$ cat config.mk
export PLATFORM = sky130hd
export DESIGN_NAME = mouse_report_encoder
export DESIGN_NICKNAME = d
export VERILOG_FILES = /design/src/mre_pkg.sv /design/src/mre_front.sv /design/src/mre_fifo.sv /design/src/mre_back.sv /design/src/mouse_report_encoder.sv
export SDC_FILE = /design/constraint.sdc
export NUM_CORES = 1
export LEC_CHECK = 0
export BUFFER_PORTS_ARGS = -buffer_cell sky130_fd_sc_hd__buf_2
export CAP_MARGIN = 20
export CORE_ASPECT_RATIO = 0.9
export CORE_UTILIZATION = 25
export DETAILED_ROUTE_END_ITERATION = 7
export SLEW_MARGIN = 20
export SYNTH_ARGS = -nofsm -noshare
export SYNTH_HDL_FRONTEND = slang
export SYNTH_HIERARCHICAL = 1
export SYNTH_SLANG_ARGS = --single-unit
$ cat constraint.sdc
create_clock -name clk_i -period 5.5 [get_ports clk_i]
set_clock_uncertainty 0.05 [all_clocks]
set_input_delay 1.1 -clock clk_i [delete_from_list [all_inputs] [get_ports clk_i]]
set_output_delay 1.1 -clock clk_i [all_outputs]
set_load 0.01 [all_outputs]
$ cat src/mre_pkg.sv
// shared types and constants for the mouse report encoder
`timescale 1ns / 1ps

package mre_pkg;

  // event field widths
  localparam int unsigned ButtonW = 7;
  localparam int unsigned CoordW  = 12;
  localparam int unsigned ModW    = 8;
  localparam int unsigned CodeW   = 8;

  // decimal conversion: coordinate + 1 needs one more bit than the field
  localparam int unsigned ConvW    = CoordW + 1;
  localparam int unsigned NumDigits = 4;
  localparam int unsigned DigitIdxW = 2;
  localparam int unsigned BcdW      = 4 * NumDigits;
  localparam int unsigned ConvCntW  = 4;

  // which number of the report
  localparam int unsigned NumCode = 0;
  localparam int unsigned NumCol  = 1;
  localparam int unsigned NumRow  = 2;
  localparam int unsigned NumNums = 3;

  // code weights
  localparam logic [CodeW-1:0] MotionAdd = 8'd32;
  localparam logic [CodeW-1:0] ShiftAdd  = 8'd4;
  localparam logic [CodeW-1:0] AltAdd    = 8'd8;
  localparam logic [CodeW-1:0] CtrlAdd   = 8'd16;

  // modifier mask bits
  localparam int unsigned ModShiftBit = 0;
  localparam int unsigned ModCtrlBit  = 2;
  localparam int unsigned ModAltBit   = 3;

  // classic encoding
  localparam logic [CodeW-1:0]  ClassicCodeOfs  = 8'd32;
  localparam logic [CodeW-1:0]  ClassicCoordOfs = 8'd33;
  localparam logic [CoordW-1:0] ClassicClamp    = 12'd222;

  // report characters
  localparam logic [7:0] ChEsc     = 8'd27;
  localparam logic [7:0] ChBracket = 8'h5b;
  localparam logic [7:0] ChLess    = 8'h3c;
  localparam logic [7:0] ChUpperM  = 8'h4d;
  localparam logic [7:0] ChLowerM  = 8'h6d;
  localparam logic [7:0] ChSemi    = 8'h3b;
  localparam logic [7:0] ChZero    = 8'h30;

  // register map
  localparam logic RegSgrMode = 1'b0;

  typedef logic [NumDigits-1:0][3:0] bcd_t;

  // one report ready for byte emission
  typedef struct packed {
    logic                                sgr;
    logic                                rel;
    logic [NumNums-1:0][BcdW-1:0]        bcd;
    logic [NumNums-1:0][DigitIdxW-1:0]   lead;
    logic [NumNums-1:0][CodeW-1:0]       bytes;
  } desc_t;

  typedef enum logic [1:0] {
    FR_IDLE,
    FR_CONV,
    FR_PUSH
  } front_state_e;

  typedef enum logic [3:0] {
    BK_IDLE,
    BK_ESC,
    BK_BRACKET,
    BK_INTRO,
    BK_CODE,
    BK_SEMI1,
    BK_COL,
    BK_SEMI2,
    BK_ROW,
    BK_FINAL
  } back_state_e;

endpackage

$ cat src/mre_front.sv
// front end: takes mouse events, forms the code, clamps and, in sgr mode, converts to decimal
`timescale 1ns / 1ps

module mre_front #(
  parameter int unsigned COORD_MAX = 4095
) (
  input  logic                          clk_i,
  input  logic                          rst_ni,
  input  logic                          sgr_mode_i,
  input  logic                          valid_i,
  output logic                          ready_o,
  input  logic [mre_pkg::ButtonW-1:0]   button_code_i,
  input  logic [mre_pkg::CoordW-1:0]    column_i,
  input  logic [mre_pkg::CoordW-1:0]    line_i,
  input  logic                          is_release_i,
  input  logic                          is_motion_i,
  input  logic [mre_pkg::ModW-1:0]      modifier_mask_i,
  output logic                          push_o,
  output mre_pkg::desc_t                desc_o,
  input  logic                          full_i
);

  // one double-dabble step: adjust digits, then shift in one bit
  function automatic logic [mre_pkg::BcdW-1:0] dd_step(input logic [mre_pkg::BcdW-1:0] bcd,
                                                       input logic bit_in);
    logic [mre_pkg::BcdW-1:0] adj;
    adj = bcd;
    for (int i = 0; i < mre_pkg::NumDigits; i++) begin
      if (bcd[4*i +: 4] >= 4'd5) begin
        adj[4*i +: 4] = bcd[4*i +: 4] + 4'd3;
      end
    end
    return {adj[mre_pkg::BcdW-2:0], bit_in};
  endfunction

  // index of the most significant nonzero digit, zero for the value zero
  function automatic logic [mre_pkg::DigitIdxW-1:0] lead_idx(
      input logic [mre_pkg::BcdW-1:0] bcd);
    logic [mre_pkg::DigitIdxW-1:0] idx;
    idx = '0;
    for (int i = 1; i < mre_pkg::NumDigits; i++) begin
      if (bcd[4*i +: 4] != 4'd0) begin
        idx = mre_pkg::DigitIdxW'(i);
      end
    end
    return idx;
  endfunction

  mre_pkg::front_state_e state_q, state_d;

  logic [mre_pkg::NumNums-1:0][mre_pkg::ConvW-1:0] src_q, src_d;
  logic [mre_pkg::NumNums-1:0][mre_pkg::BcdW-1:0]  bcd_q, bcd_d;
  logic [mre_pkg::ConvCntW-1:0]                    cnt_q, cnt_d;
  logic                                            sgr_q, rel_q;

  logic                       accept;
  logic                       conv_done;
  logic [mre_pkg::CodeW-1:0]  code;
  logic [mre_pkg::CoordW-1:0] col_sgr, row_sgr;
  logic [mre_pkg::CoordW-1:0] col_cls, row_cls;

  assign accept    = valid_i && ready_o;
  assign conv_done = (cnt_q == mre_pkg::ConvCntW'(mre_pkg::ConvW - 1));

  // event code and clamped coordinates
  always_comb begin
    code = {1'b0, button_code_i};
    if (is_motion_i) begin
      code = code + mre_pkg::MotionAdd;
    end
    if (modifier_mask_i[mre_pkg::ModShiftBit]) begin
      code = code + mre_pkg::ShiftAdd;
    end
    if (modifier_mask_i[mre_pkg::ModAltBit]) begin
      code = code + mre_pkg::AltAdd;
    end
    if (modifier_mask_i[mre_pkg::ModCtrlBit]) begin
      code = code + mre_pkg::CtrlAdd;
    end
    col_sgr = (32'(column_i) > COORD_MAX) ? mre_pkg::CoordW'(COORD_MAX) : column_i;
    row_sgr = (32'(line_i) > COORD_MAX) ? mre_pkg::CoordW'(COORD_MAX) : line_i;
    col_cls = (column_i > mre_pkg::ClassicClamp) ? mre_pkg::ClassicClamp : column_i;
    row_cls = (line_i > mre_pkg::ClassicClamp) ? mre_pkg::ClassicClamp : line_i;
  end

  // next state
  always_comb begin
    state_d = state_q;
    case (state_q)
      mre_pkg::FR_IDLE: begin
        if (valid_i) begin
          state_d = sgr_mode_i ? mre_pkg::FR_CONV : mre_pkg::FR_PUSH;
        end
      end
      mre_pkg::FR_CONV: begin
        if (conv_done) begin
          state_d = mre_pkg::FR_PUSH;
        end
      end
      mre_pkg::FR_PUSH: begin
        if (!full_i) begin
          if (valid_i) begin
            state_d = sgr_mode_i ? mre_pkg::FR_CONV : mre_pkg::FR_PUSH;
          end else begin
            state_d = mre_pkg::FR_IDLE;
          end
        end
      end
      default: state_d = mre_pkg::FR_IDLE;
    endcase
  end

  // outputs
  always_comb begin
    ready_o = 1'b0;
    push_o  = 1'b0;
    case (state_q)
      mre_pkg::FR_IDLE: ready_o = 1'b1;
      mre_pkg::FR_PUSH: begin
        ready_o = !full_i;
        push_o  = !full_i;
      end
      default: begin
        ready_o = 1'b0;
        push_o  = 1'b0;
      end
    endcase
  end

  // payload: load on accept, shift during conversion
  always_comb begin
    src_d = src_q;
    bcd_d = bcd_q;
    cnt_d = cnt_q;
    if (accept) begin
      cnt_d = '0;
      bcd_d = '0;
      if (sgr_mode_i) begin
        src_d[mre_pkg::NumCode] = {{(mre_pkg::ConvW - mre_pkg::CodeW){1'b0}}, code};
        src_d[mre_pkg::NumCol]  = {1'b0, col_sgr} + mre_pkg::ConvW'(1);
        src_d[mre_pkg::NumRow]  = {1'b0, row_sgr} + mre_pkg::ConvW'(1);
      end else begin
        src_d[mre_pkg::NumCode] = {{(mre_pkg::ConvW - mre_pkg::CodeW){1'b0}},
                                   code + mre_pkg::ClassicCodeOfs};
        src_d[mre_pkg::NumCol]  = {{(mre_pkg::ConvW - mre_pkg::CodeW){1'b0}},
                                   col_cls[mre_pkg::CodeW-1:0] + mre_pkg::ClassicCoordOfs};
        src_d[mre_pkg::NumRow]  = {{(mre_pkg::ConvW - mre_pkg::CodeW){1'b0}},
                                   row_cls[mre_pkg::CodeW-1:0] + mre_pkg::ClassicCoordOfs};
      end
    end else if (state_q == mre_pkg::FR_CONV) begin
      for (int n = 0; n < mre_pkg::NumNums; n++) begin
        bcd_d[n] = dd_step(bcd_q[n], src_q[n][mre_pkg::ConvW-1]);
        src_d[n] = {src_q[n][mre_pkg::ConvW-2:0], 1'b0};
      end
      cnt_d = cnt_q + mre_pkg::ConvCntW'(1);
    end
  end

  // report descriptor toward the queue
  always_comb begin
    desc_o.sgr = sgr_q;
    desc_o.rel = rel_q;
    desc_o.bcd = bcd_q;
    for (int n = 0; n < mre_pkg::NumNums; n++) begin
      desc_o.lead[n]  = lead_idx(bcd_q[n]);
      desc_o.bytes[n] = src_q[n][mre_pkg::CodeW-1:0];
    end
  end

  // control registers
  always_ff @(posedge clk_i or negedge rst_ni) begin
    if (!rst_ni) begin
      state_q <= mre_pkg::FR_IDLE;
      cnt_q   <= '0;
    end else begin
      state_q <= state_d;
      cnt_q   <= cnt_d;
    end
  end

  // payload registers
  always_ff @(posedge clk_i) begin
    src_q <= src_d;
    bcd_q <= bcd_d;
    if (accept) begin
      sgr_q <= sgr_mode_i;
      rel_q <= is_release_i;
    end
  end

endmodule

$ cat src/mre_fifo.sv
// two-entry queue of report descriptors between front and back
`timescale 1ns / 1ps

module mre_fifo (
  input  logic           clk_i,
  input  logic           rst_ni,
  input  logic           push_i,
  input  mre_pkg::desc_t push_data_i,
  output logic           full_o,
  input  logic           pop_i,
  output mre_pkg::desc_t pop_data_o,
  output logic           empty_o
);

  mre_pkg::desc_t mem_q [2];
  logic           wr_ptr_q, rd_ptr_q;
  logic [1:0]     count_q;

  assign full_o     = (count_q == 2'd2);
  assign empty_o    = (count_q == 2'd0);
  assign pop_data_o = mem_q[rd_ptr_q];

  // pointers and fill count
  always_ff @(posedge clk_i or negedge rst_ni) begin
    if (!rst_ni) begin
      wr_ptr_q <= 1'b0;
      rd_ptr_q <= 1'b0;
      count_q  <= 2'd0;
    end else begin
      if (push_i) begin
        wr_ptr_q <= !wr_ptr_q;
      end
      if (pop_i) begin
        rd_ptr_q <= !rd_ptr_q;
      end
      if (push_i && !pop_i) begin
        count_q <= count_q + 2'd1;
      end else if (pop_i && !push_i) begin
        count_q <= count_q - 2'd1;
      end
    end
  end

  // storage
  always_ff @(posedge clk_i) begin
    if (push_i) begin
      mem_q[wr_ptr_q] <= push_data_i;
    end
  end

`ifndef NO_ASSERTIONS
  a_no_push_full: assert property (@(posedge clk_i) disable iff (!rst_ni)
    push_i |-> !full_o) else $error("push into full queue");
  a_no_pop_empty: assert property (@(posedge clk_i) disable iff (!rst_ni)
    pop_i |-> !empty_o) else $error("pop from empty queue");
  a_count_range: assert property (@(posedge clk_i) disable iff (!rst_ni)
    count_q <= 2'd2) else $error("queue count out of range");
  a_ptr_track: assert property (@(posedge clk_i) disable iff (!rst_ni)
    (count_q == 2'd0 || count_q == 2'd2) |-> (wr_ptr_q == rd_ptr_q))
    else $error("queue pointers disagree with count");
`endif

endmodule

$ cat src/mre_back.sv
// back end: walks a report descriptor and sends one byte per cycle while the receiver is ready
`timescale 1ns / 1ps

module mre_back (
  input  logic           clk_i,
  input  logic           rst_ni,
  input  logic           empty_i,
  input  mre_pkg::desc_t desc_i,
  output logic           pop_o,
  output logic           valid_o,
  input  logic           ready_i,
  output logic [7:0]     byte_o,
  output logic           last_o
);

  mre_pkg::back_state_e state_q, state_d;
  logic [mre_pkg::DigitIdxW-1:0] dig_q, dig_d;
  mre_pkg::desc_t                cur_q;
  logic                          valid_q;
  logic [7:0]                    byte_q;
  logic                          last_q;

  logic       adv;
  logic       is_last;
  logic [7:0] byte_c;
  logic       dig_zero;

  assign adv      = (state_q != mre_pkg::BK_IDLE) && (!valid_q || ready_i);
  assign dig_zero = (dig_q == '0);
  assign is_last  = (state_q == mre_pkg::BK_FINAL) ||
                    (state_q == mre_pkg::BK_ROW && !cur_q.sgr);

  // next state and digit index
  always_comb begin
    state_d = state_q;
    dig_d   = dig_q;
    pop_o   = 1'b0;
    case (state_q)
      mre_pkg::BK_IDLE: begin
        if (!empty_i) begin
          pop_o   = 1'b1;
          state_d = mre_pkg::BK_ESC;
        end
      end
      mre_pkg::BK_ESC: begin
        if (adv) begin
          state_d = mre_pkg::BK_BRACKET;
        end
      end
      mre_pkg::BK_BRACKET: begin
        if (adv) begin
          state_d = mre_pkg::BK_INTRO;
        end
      end
      mre_pkg::BK_INTRO: begin
        if (adv) begin
          state_d = mre_pkg::BK_CODE;
          dig_d   = cur_q.lead[mre_pkg::NumCode];
        end
      end
      mre_pkg::BK_CODE: begin
        if (adv) begin
          if (!cur_q.sgr) begin
            state_d = mre_pkg::BK_COL;
          end else if (dig_zero) begin
            state_d = mre_pkg::BK_SEMI1;
          end else begin
            dig_d = dig_q - mre_pkg::DigitIdxW'(1);
          end
        end
      end
      mre_pkg::BK_SEMI1: begin
        if (adv) begin
          state_d = mre_pkg::BK_COL;
          dig_d   = cur_q.lead[mre_pkg::NumCol];
        end
      end
      mre_pkg::BK_COL: begin
        if (adv) begin
          if (!cur_q.sgr) begin
            state_d = mre_pkg::BK_ROW;
          end else if (dig_zero) begin
            state_d = mre_pkg::BK_SEMI2;
          end else begin
            dig_d = dig_q - mre_pkg::DigitIdxW'(1);
          end
        end
      end
      mre_pkg::BK_SEMI2: begin
        if (adv) begin
          state_d = mre_pkg::BK_ROW;
          dig_d   = cur_q.lead[mre_pkg::NumRow];
        end
      end
      mre_pkg::BK_ROW, mre_pkg::BK_FINAL: begin
        if (adv) begin
          if (is_last) begin
            if (!empty_i) begin
              pop_o   = 1'b1;
              state_d = mre_pkg::BK_ESC;
            end else begin
              state_d = mre_pkg::BK_IDLE;
            end
          end else if (dig_zero) begin
            state_d = mre_pkg::BK_FINAL;
          end else begin
            dig_d = dig_q - mre_pkg::DigitIdxW'(1);
          end
        end
      end
      default: state_d = mre_pkg::BK_IDLE;
    endcase
  end

  // byte for the current position
  always_comb begin
    byte_c = 8'd0;
    case (state_q)
      mre_pkg::BK_ESC:     byte_c = mre_pkg::ChEsc;
      mre_pkg::BK_BRACKET: byte_c = mre_pkg::ChBracket;
      mre_pkg::BK_INTRO:   byte_c = cur_q.sgr ? mre_pkg::ChLess : mre_pkg::ChUpperM;
      mre_pkg::BK_CODE:    byte_c = cur_q.sgr ?
          (mre_pkg::ChZero + {4'd0, cur_q.bcd[mre_pkg::NumCode][4*dig_q +: 4]}) :
          cur_q.bytes[mre_pkg::NumCode];
      mre_pkg::BK_SEMI1,
      mre_pkg::BK_SEMI2:   byte_c = mre_pkg::ChSemi;
      mre_pkg::BK_COL:     byte_c = cur_q.sgr ?
          (mre_pkg::ChZero + {4'd0, cur_q.bcd[mre_pkg::NumCol][4*dig_q +: 4]}) :
          cur_q.bytes[mre_pkg::NumCol];
      mre_pkg::BK_ROW:     byte_c = cur_q.sgr ?
          (mre_pkg::ChZero + {4'd0, cur_q.bcd[mre_pkg::NumRow][4*dig_q +: 4]}) :
          cur_q.bytes[mre_pkg::NumRow];
      mre_pkg::BK_FINAL:   byte_c = cur_q.rel ? mre_pkg::ChLowerM : mre_pkg::ChUpperM;
      default:             byte_c = 8'd0;
    endcase
  end

  assign valid_o = valid_q;
  assign byte_o  = byte_q;
  assign last_o  = last_q;

  // control registers
  always_ff @(posedge clk_i or negedge rst_ni) begin
    if (!rst_ni) begin
      state_q <= mre_pkg::BK_IDLE;
      dig_q   <= '0;
      valid_q <= 1'b0;
    end else begin
      state_q <= state_d;
      dig_q   <= dig_d;
      if (adv) begin
        valid_q <= 1'b1;
      end else if (ready_i) begin
        valid_q <= 1'b0;
      end
    end
  end

  // current report and output register
  always_ff @(posedge clk_i) begin
    if (pop_o) begin
      cur_q <= desc_i;
    end
    if (adv) begin
      byte_q <= byte_c;
      last_q <= is_last;
    end
  end

`ifndef NO_ASSERTIONS
  a_pop_when_free: assert property (@(posedge clk_i) disable iff (!rst_ni)
    pop_o |-> (state_q == mre_pkg::BK_IDLE || (adv && is_last)))
    else $error("descriptor taken while a report is in progress");
  a_esc_after_pop: assert property (@(posedge clk_i) disable iff (!rst_ni)
    pop_o |=> (state_q == mre_pkg::BK_ESC))
    else $error("report does not start with escape");
  a_last_ends: assert property (@(posedge clk_i) disable iff (!rst_ni)
    (adv && is_last) |=> (state_q == mre_pkg::BK_ESC || state_q == mre_pkg::BK_IDLE))
    else $error("sequencer runs past the final byte");
`endif

endmodule

$ cat src/mouse_report_encoder.sv
// top level: config register, event front end, descriptor queue, byte sequencer
// flow: classic requests go to the queue without conversion; sgr requests first pass a
//   bit-serial decimal conversion in the front end, which takes no new request meanwhile;
//   the output gives one byte per cycle while m_axis_tready holds, and an sgr report is
//   up to 17 bytes long
// reset: asynchronous active low, clears control state and selects classic mode
`timescale 1ns / 1ps

module mouse_report_encoder #(
  parameter int unsigned COORD_MAX = 4095
) (
  input  logic        clk_i,
  input  logic        rst_ni,
  // event requests
  input  logic        s_axis_tvalid,
  output logic        s_axis_tready,
  // [6:0] button_code, [18:7] column, [30:19] line, [38:31] modifier_mask
  input  logic [39:0] s_axis_tdata,
  // [0] is_release, [1] is_motion
  input  logic [1:0]  s_axis_tuser,
  // report bytes
  output logic        m_axis_tvalid,
  input  logic        m_axis_tready,
  // [7:0] out_byte
  output logic [7:0]  m_axis_tdata,
  output logic        m_axis_tlast,
  // configuration
  input  logic        psel,
  input  logic        penable,
  input  logic        pwrite,
  input  logic [2:0]  paddr,
  input  logic [31:0] pwdata,
  output logic [31:0] prdata,
  output logic        pready
);

  logic           sgr_mode_q;
  logic           push, full, pop, empty;
  mre_pkg::desc_t push_desc, pop_desc;

  // configuration register
  assign pready = 1'b1;
  assign prdata = (paddr[2] == mre_pkg::RegSgrMode) ? {31'd0, sgr_mode_q} : 32'd0;

  always_ff @(posedge clk_i or negedge rst_ni) begin
    if (!rst_ni) begin
      sgr_mode_q <= 1'b0;
    end else if (psel && penable && pwrite && pready &&
                 paddr[2] == mre_pkg::RegSgrMode) begin
      sgr_mode_q <= pwdata[0];
    end
  end

  // event front end
  mre_front #(
    .COORD_MAX(COORD_MAX)
  ) u_front (
    .clk_i          (clk_i),
    .rst_ni         (rst_ni),
    .sgr_mode_i     (sgr_mode_q),
    .valid_i        (s_axis_tvalid),
    .ready_o        (s_axis_tready),
    .button_code_i  (s_axis_tdata[6:0]),
    .column_i       (s_axis_tdata[18:7]),
    .line_i         (s_axis_tdata[30:19]),
    .is_release_i   (s_axis_tuser[0]),
    .is_motion_i    (s_axis_tuser[1]),
    .modifier_mask_i(s_axis_tdata[38:31]),
    .push_o         (push),
    .desc_o         (push_desc),
    .full_i         (full)
  );

  // descriptor queue
  mre_fifo u_fifo (
    .clk_i      (clk_i),
    .rst_ni     (rst_ni),
    .push_i     (push),
    .push_data_i(push_desc),
    .full_o     (full),
    .pop_i      (pop),
    .pop_data_o (pop_desc),
    .empty_o    (empty)
  );

  // byte sequencer
  mre_back u_back (
    .clk_i  (clk_i),
    .rst_ni (rst_ni),
    .empty_i(empty),
    .desc_i (pop_desc),
    .pop_o  (pop),
    .valid_o(m_axis_tvalid),
    .ready_i(m_axis_tready),
    .byte_o (m_axis_tdata),
    .last_o (m_axis_tlast)
  );

endmodule

Word level (Yosys, flattened, before mapping)
Memories as Yosys holds them, arrays and structs flattened. A register that Yosys moved wholly into a read port is not among the register bits. Index checks and enable logic that the tools add are counted.

Add/subtract/negate cells: 28. Magnitude comparators: 14. Eq/ne operators: 31. Shifts and indexed selects: 3. Mux-type cells: 83. Bitwise gates (word level): 1. Reduce and logical (&&, ||, !) cells: 41.

Operators with widths (count): 39-bit 2-to-1 mux (3); 4-bit 2-to-1 mux (26); 8-bit 2-to-1 mux (9); 8-bit one-hot mux with 8 select lines (1); 4-bit by 3-bit greater-or-equal comparator with 1-bit output, second input constant (12); 16-bit by 5-bit variable part select with 4-bit output (3); 2-bit 2-to-1 mux (21); 4-bit nonzero test (10); 4-bit by 2-bit adder with 4-bit output, second input constant (9); 4-bit one-hot mux with 9 select lines (1); 12-bit by 1-bit adder with 13-bit output, second input constant (2); 8-bit by 6-bit adder with 8-bit output, second input constant (3); 12-bit by 8-bit > comparator with 1-bit output, second input constant (2); 2-bit by 1-bit != test with 1-bit output, second input constant (11); 6-bit by 4-bit adder with 7-bit output, first input constant (3); 4-bit by 3-bit equality test with 1-bit output, second input constant (4); 1-bit 2-to-1 mux (13); 4-bit equality test, second input constant (3); 12-bit AND reduction (1); 2-bit one-hot mux with 5 select lines (1); 3-bit by 2-bit adder with 3-bit output, second input constant (3); 3-bit 2-to-1 mux (3); 7-bit by 6-bit adder with 8-bit output, second input constant (1); 8-bit by 3-bit adder with 8-bit output, second input constant (1); 27 further kinds (55).

Register bits: 116. Bits in writable memories: 160. Input port bits: 84. Output and inout port bits: 44. Logic and storage cells: 221. Memories kept: 1.

Memory list: u_fifo.mem_q (depth 2, width 80, rd ports 1, clocked after Yosys merged registers in 1, write ports 1, RTL line mre_fifo.sv:15) `mre_pkg::desc_t mem_q [2];`.

Depth between registers and ports, before layout
Depth in word-level cells: 11. Depth in mapped cells: 15. Mapped depth without buffers: 15.

By module
Netlist, hierarchy kept.

Modules (own cells, without submodules): mre_fifo (instances 1, cells an instance 265, area each 6359.8 µm²); mre_front (instances 1, cells an instance 706, area each 6115.9 µm²); mre_back (instances 1, cells an instance 265, area each 4134.0 µm²); mouse_report_encoder (instances 1, cells an instance 38, area each 301.5 µm²).

Worst setup path before layout
Ideal clock, no wire load.

Path type: input to register. From: in m_axis_tready. To: reg u_fifo.count_q[1]. Library setup time: 79 ps. Data arrival time: 5626 ps. Required time: 5371 ps. Slack: -255 ps. Stages on the path: 8. Path through: nand2b_1 -> a21oi_1 -> nor2_1 -> inv_1 -> ha_1 -> xor2_1 -> nor2_1 -> xor2_1.

Longest elaborated chain between the ends: 7. Elaborated cells between the ends (all ways): 9.

Ends and longest elaborated chain: from (decl) (RTL line mouse_report_encoder.sv:23) `input logic m_axis_tready,`; 1-bit logical OR * (RTL line mre_back.sv:28) `assign adv = (state_q != mre_pkg::BK_IDLE) && (!valid_q || ready_i);`; 1-bit logical AND * (RTL line mre_back.sv:28); 1-bit 2-to-1 mux * (RTL line mre_back.sv:96) `if (adv) begin`; 1-bit one-hot mux with 2 select lines * (RTL line mre_back.sv:38) `case (state_q)`; named net pop (RTL line mouse_report_encoder.sv:38) `logic push, full, pop, empty;`; 1-bit zero test (RTL line mre_fifo.sv:36) `if (push_i && !pop_i) begin`; 1-bit logical AND (RTL line mre_fifo.sv:36); 2-bit 2-to-1 mux or 2-bit nonzero test (tied branches); to (signal assigned) (RTL line mre_fifo.sv:37) `count_q <= count_q + 2'd1;`; to (signal assigned) (RTL line mre_fifo.sv:39) `count_q <= count_q - 2'd1;`; to (decl) (RTL line mre_fifo.sv:17) `logic [1:0] count_q;`.

Mark *: on every way through the listed nets, which the timed path passes. The rest lies on a longest branch. A chain may end at the register's enable or synchronous reset.

==> flow_summary.yaml <==
outcome:
  status: "complete, but fails checks"
  violations: "DRC"
power:
  comb_power_share_pct: 27.4
  p_sw_share_pct: 31.9
  powerDensity_mw_per_mm2: 513
  p_clk_share_pct: 25.7
  ir_drop_mv: 0.255
  internal-power_mw: 6.59
  p_leak_nw: 6.77
  pwr-share-seq_pct: 46.8
  power_switching_mw: 3.09
  total_power_mw: 9.68
critical_path:
  setup.worst_path.start: "s_axis_tdata[2]"
  r2r-start: "u_back/state_q[3]"
  critical_path.startpoint_type: "input pin"
  arrival_ps: 4010
  r2r_end: "u_back/cur_q[78]"
  crit_fanout: 3
  crit_type: "input pin to register"
  crit_path_end: "u_front/desc_o[7]"
  cp-end-kind: "register"
  r2r_slack_ps: 2030
  required_ps: 5680
  r2r_cells: 5
timing:
  finalHoldViolCount: 0
  slew_headroom_pct: 29.7
  fin_hold_ws_ps: 388
  layout_min_cycle_time_ps: 3830
  fin_ws_ps: 1670
  fmax_ghz: 0.261
  fin_crit_sh_pct: 69.7
  final.setup.tns_ps: 0
  tightest_slew_ps: 1050
  rsz0062_at_grt: "no"
  slew_violations: 0
  setup_violations: 0
synth:
  yosysUniqueCellTypes: 82
  synth-seq-area-share_pct: 59.8
  syn-cell-area_mm2: 0.0169
  synth-main-ff-cell: "edfxtp_1"
  ys_ff_latch: 356
  post_synth.cell_area_avg_um2: 13.3
  async_reset_ff_share_pct: 5.06
  synth_edf_count: 290
  synth_cells: 1274
  yosys_warnings: 6
layout:
  layout_common_cells: "290 x edfxtp_1, 79 x nand2_1, 79 x mux2_4"
  instances_no_fill: 2197
  nFillCells: 6677
  multi_input_area_mm2: 0.00593
  area_growth_pct: 11.7
  final_common_cell: "edfxtp_1"
  drive_gt1_share_pct: 18.9
  fin_nets: 1424
  final_area_mm2: 0.0189
  utilization_pct: 28.2
  seqCellArea_mm2: 0.0101
placement:
  gp_congestion: 0.806
  place_ws_ps: 1150
  dp_hpwl_um: 22400
  place_inst: 2127
  dpl_cell_area_mm2: 0.0177
  io_buffers: 56
drt:
  wire_per_inst_um: 15.4
  drcViolationCount: 2
  drt.antenna.violating_nets: 0
  first_iter_violations: 740
  via_count: 9721
  drt-pass1-iter-count: 7
  via_per_inst: 4.42
  wl_um: 33800
clock_tree:
  clk_path_buf_depth: 3
  cts_sinks: 356
  post-cts-setup-buffers: 0
  cts_hold_buf: 0
  clockRootBuffer: "clkbuf_16"
  clk_pin_slew_ps: 60
  htree_levels: 2
  cts_made_buffers: 37
  cts_tree: "done"
  ctsResizeCount: 0
  clock_latency_ps: 510
floorplanning:
  die_area_mm2: 0.0687
  die_h_um: 249
  core_area_mm2: 0.0670
  ios: 128
  die_width_um: 276
  num_rows: 90
  start_util_pct: 25.2
flow_run:
  maxCapViolCount: 0
grt:
  grt_max_degree: 80
  overflow: 0
  track_usage_pct: 9.54
  grt_pass1_wl_um: 52900
  antenna_found_initial: 6
  grt_pass1_vias: 9450
min_path:
  min_path_type: "register to register"
==> power groups by stage <==
stage | registers, mW | logic, mW | clock network [mW]
after floorplan | 4.23 | 2.44 | 0
after global placement | 4.57 | 2.61 | 0
after detailed placement | 4.60 | 2.67 | 0
after CTS | 4.55 | 2.68 | 2.55
after global routing | 4.63 | 2.89 | 2.66
final | 4.54 | 2.66 | 2.49
==> cells in the mapped netlist, drive strengths merged, types with 5 or more instances <==
cell type	count	area share, %
mux2i	9	0.53
nor2	72	1.7
nor2b	13	0.48
or2	7	0.26
nand2	81	1.8
nor3	7	0.24
o21ai	77	2.3
a31oi	9	0.33
nand3	63	1.9
mux2	90	7.7
a211oi	8	0.41
xor2	24	1.3
edfxtp	290	51
o22ai	7	0.26
clkbuf	30	0.67
o32ai	7	0.36
o211ai	5	0.22
dfrtp	18	2.7
a21oi	74	2.2
o31ai	8	0.38
nand4	7	0.30
buf	88	4.3
dfxtp	48	5.7
nor3b	10	0.44
and2	7	0.26
ha	48	3.6
mux4	12	1.6
xnor2	30	1.6
and3	10	0.38
inv	40	0.89
nand2b	19	0.72
==> flip-flops by register name, indices dropped and copies added, names as in the netlist <==
name / cells
u_front/rel_q: 1
u_back/last_o: 1
u_back/state_q: 4
u_front/src_q: 15
u_front/cnt_q: 4
u_back/valid_o: 1
u_fifo/mem_q: 160
u_fifo/wr_ptr_q: 1
u_back/dig_q: 2
u_back/cur_q: 80
u_front/sgr_q: 1
u_fifo/count_q: 2
u_front/state_q: 2
u_front/desc_o: 72
u_back/byte_o: 8
sgr_mode_q: 1
u_fifo/rd_ptr_q: 1
==> worst max-delay path, cell delays in order <==
cell and delay, ps:
buf_2 130, ha_1 290, nand2_1 80, o21ai_0 140, ha_1 230, nand2_1 100
and2b_2 240, or2_2 290, ha_1 280, nand2b_1 140, o31a_1 130, ha_1 190
nand2_1 80, xnor3_1 260, a211oi_2 230, o31ai_2 100
==> how the worst min path moves through the flow <==
stage / startpoint / end / slack, ps / cells after the start
after floorplan: u_front/src_q[12] / u_front/desc_o[30] / 370 / 2
final: u_front/rel_q / u_fifo/mem_q[0][78] / 390 / 0
after detailed placement: u_front/rel_q / u_fifo/mem_q[0][78] / 390 / 0
after CTS: u_front/rel_q / u_fifo/mem_q[0][78] / 390 / 0
after global placement: u_front/rel_q / u_fifo/mem_q[1][78] / 370 / 0
after global routing: u_front/rel_q / u_fifo/mem_q[0][78] / 400 / 0
==> cells by family after synthesis <==
group           synth area share, %
other cells                  0.0444
compound gates                 8.15
flops                          59.8
simple gates                   9.51
buf+inv                        5.92
mux                            9.88
xor+xnor                       3.11
fa+ha+maj                      3.55
==> final cells by class <==
type / count / share of cell area, %
Inverter: 41 / 0.815
Sequential cell: 356 / 53.6
Multi-Input combinational cell: 789 / 31.4
Tap cell: 874 / 5.79
Antenna cell: 3 / 0.0398
Clock inverter: 18 / 1.16
Timing Repair Buffer: 67 / 1.92
Clock buffer: 49 / 5.25
==> layer usage <==
metal,share of wire (%),GRT usage (%)
met1,47,13.0
met3,4.2,1.66
met4,2.0,2.60
met5,0.14,0
met2,47,15.6
Note: power is estimated with default switching activity, not from simulation.
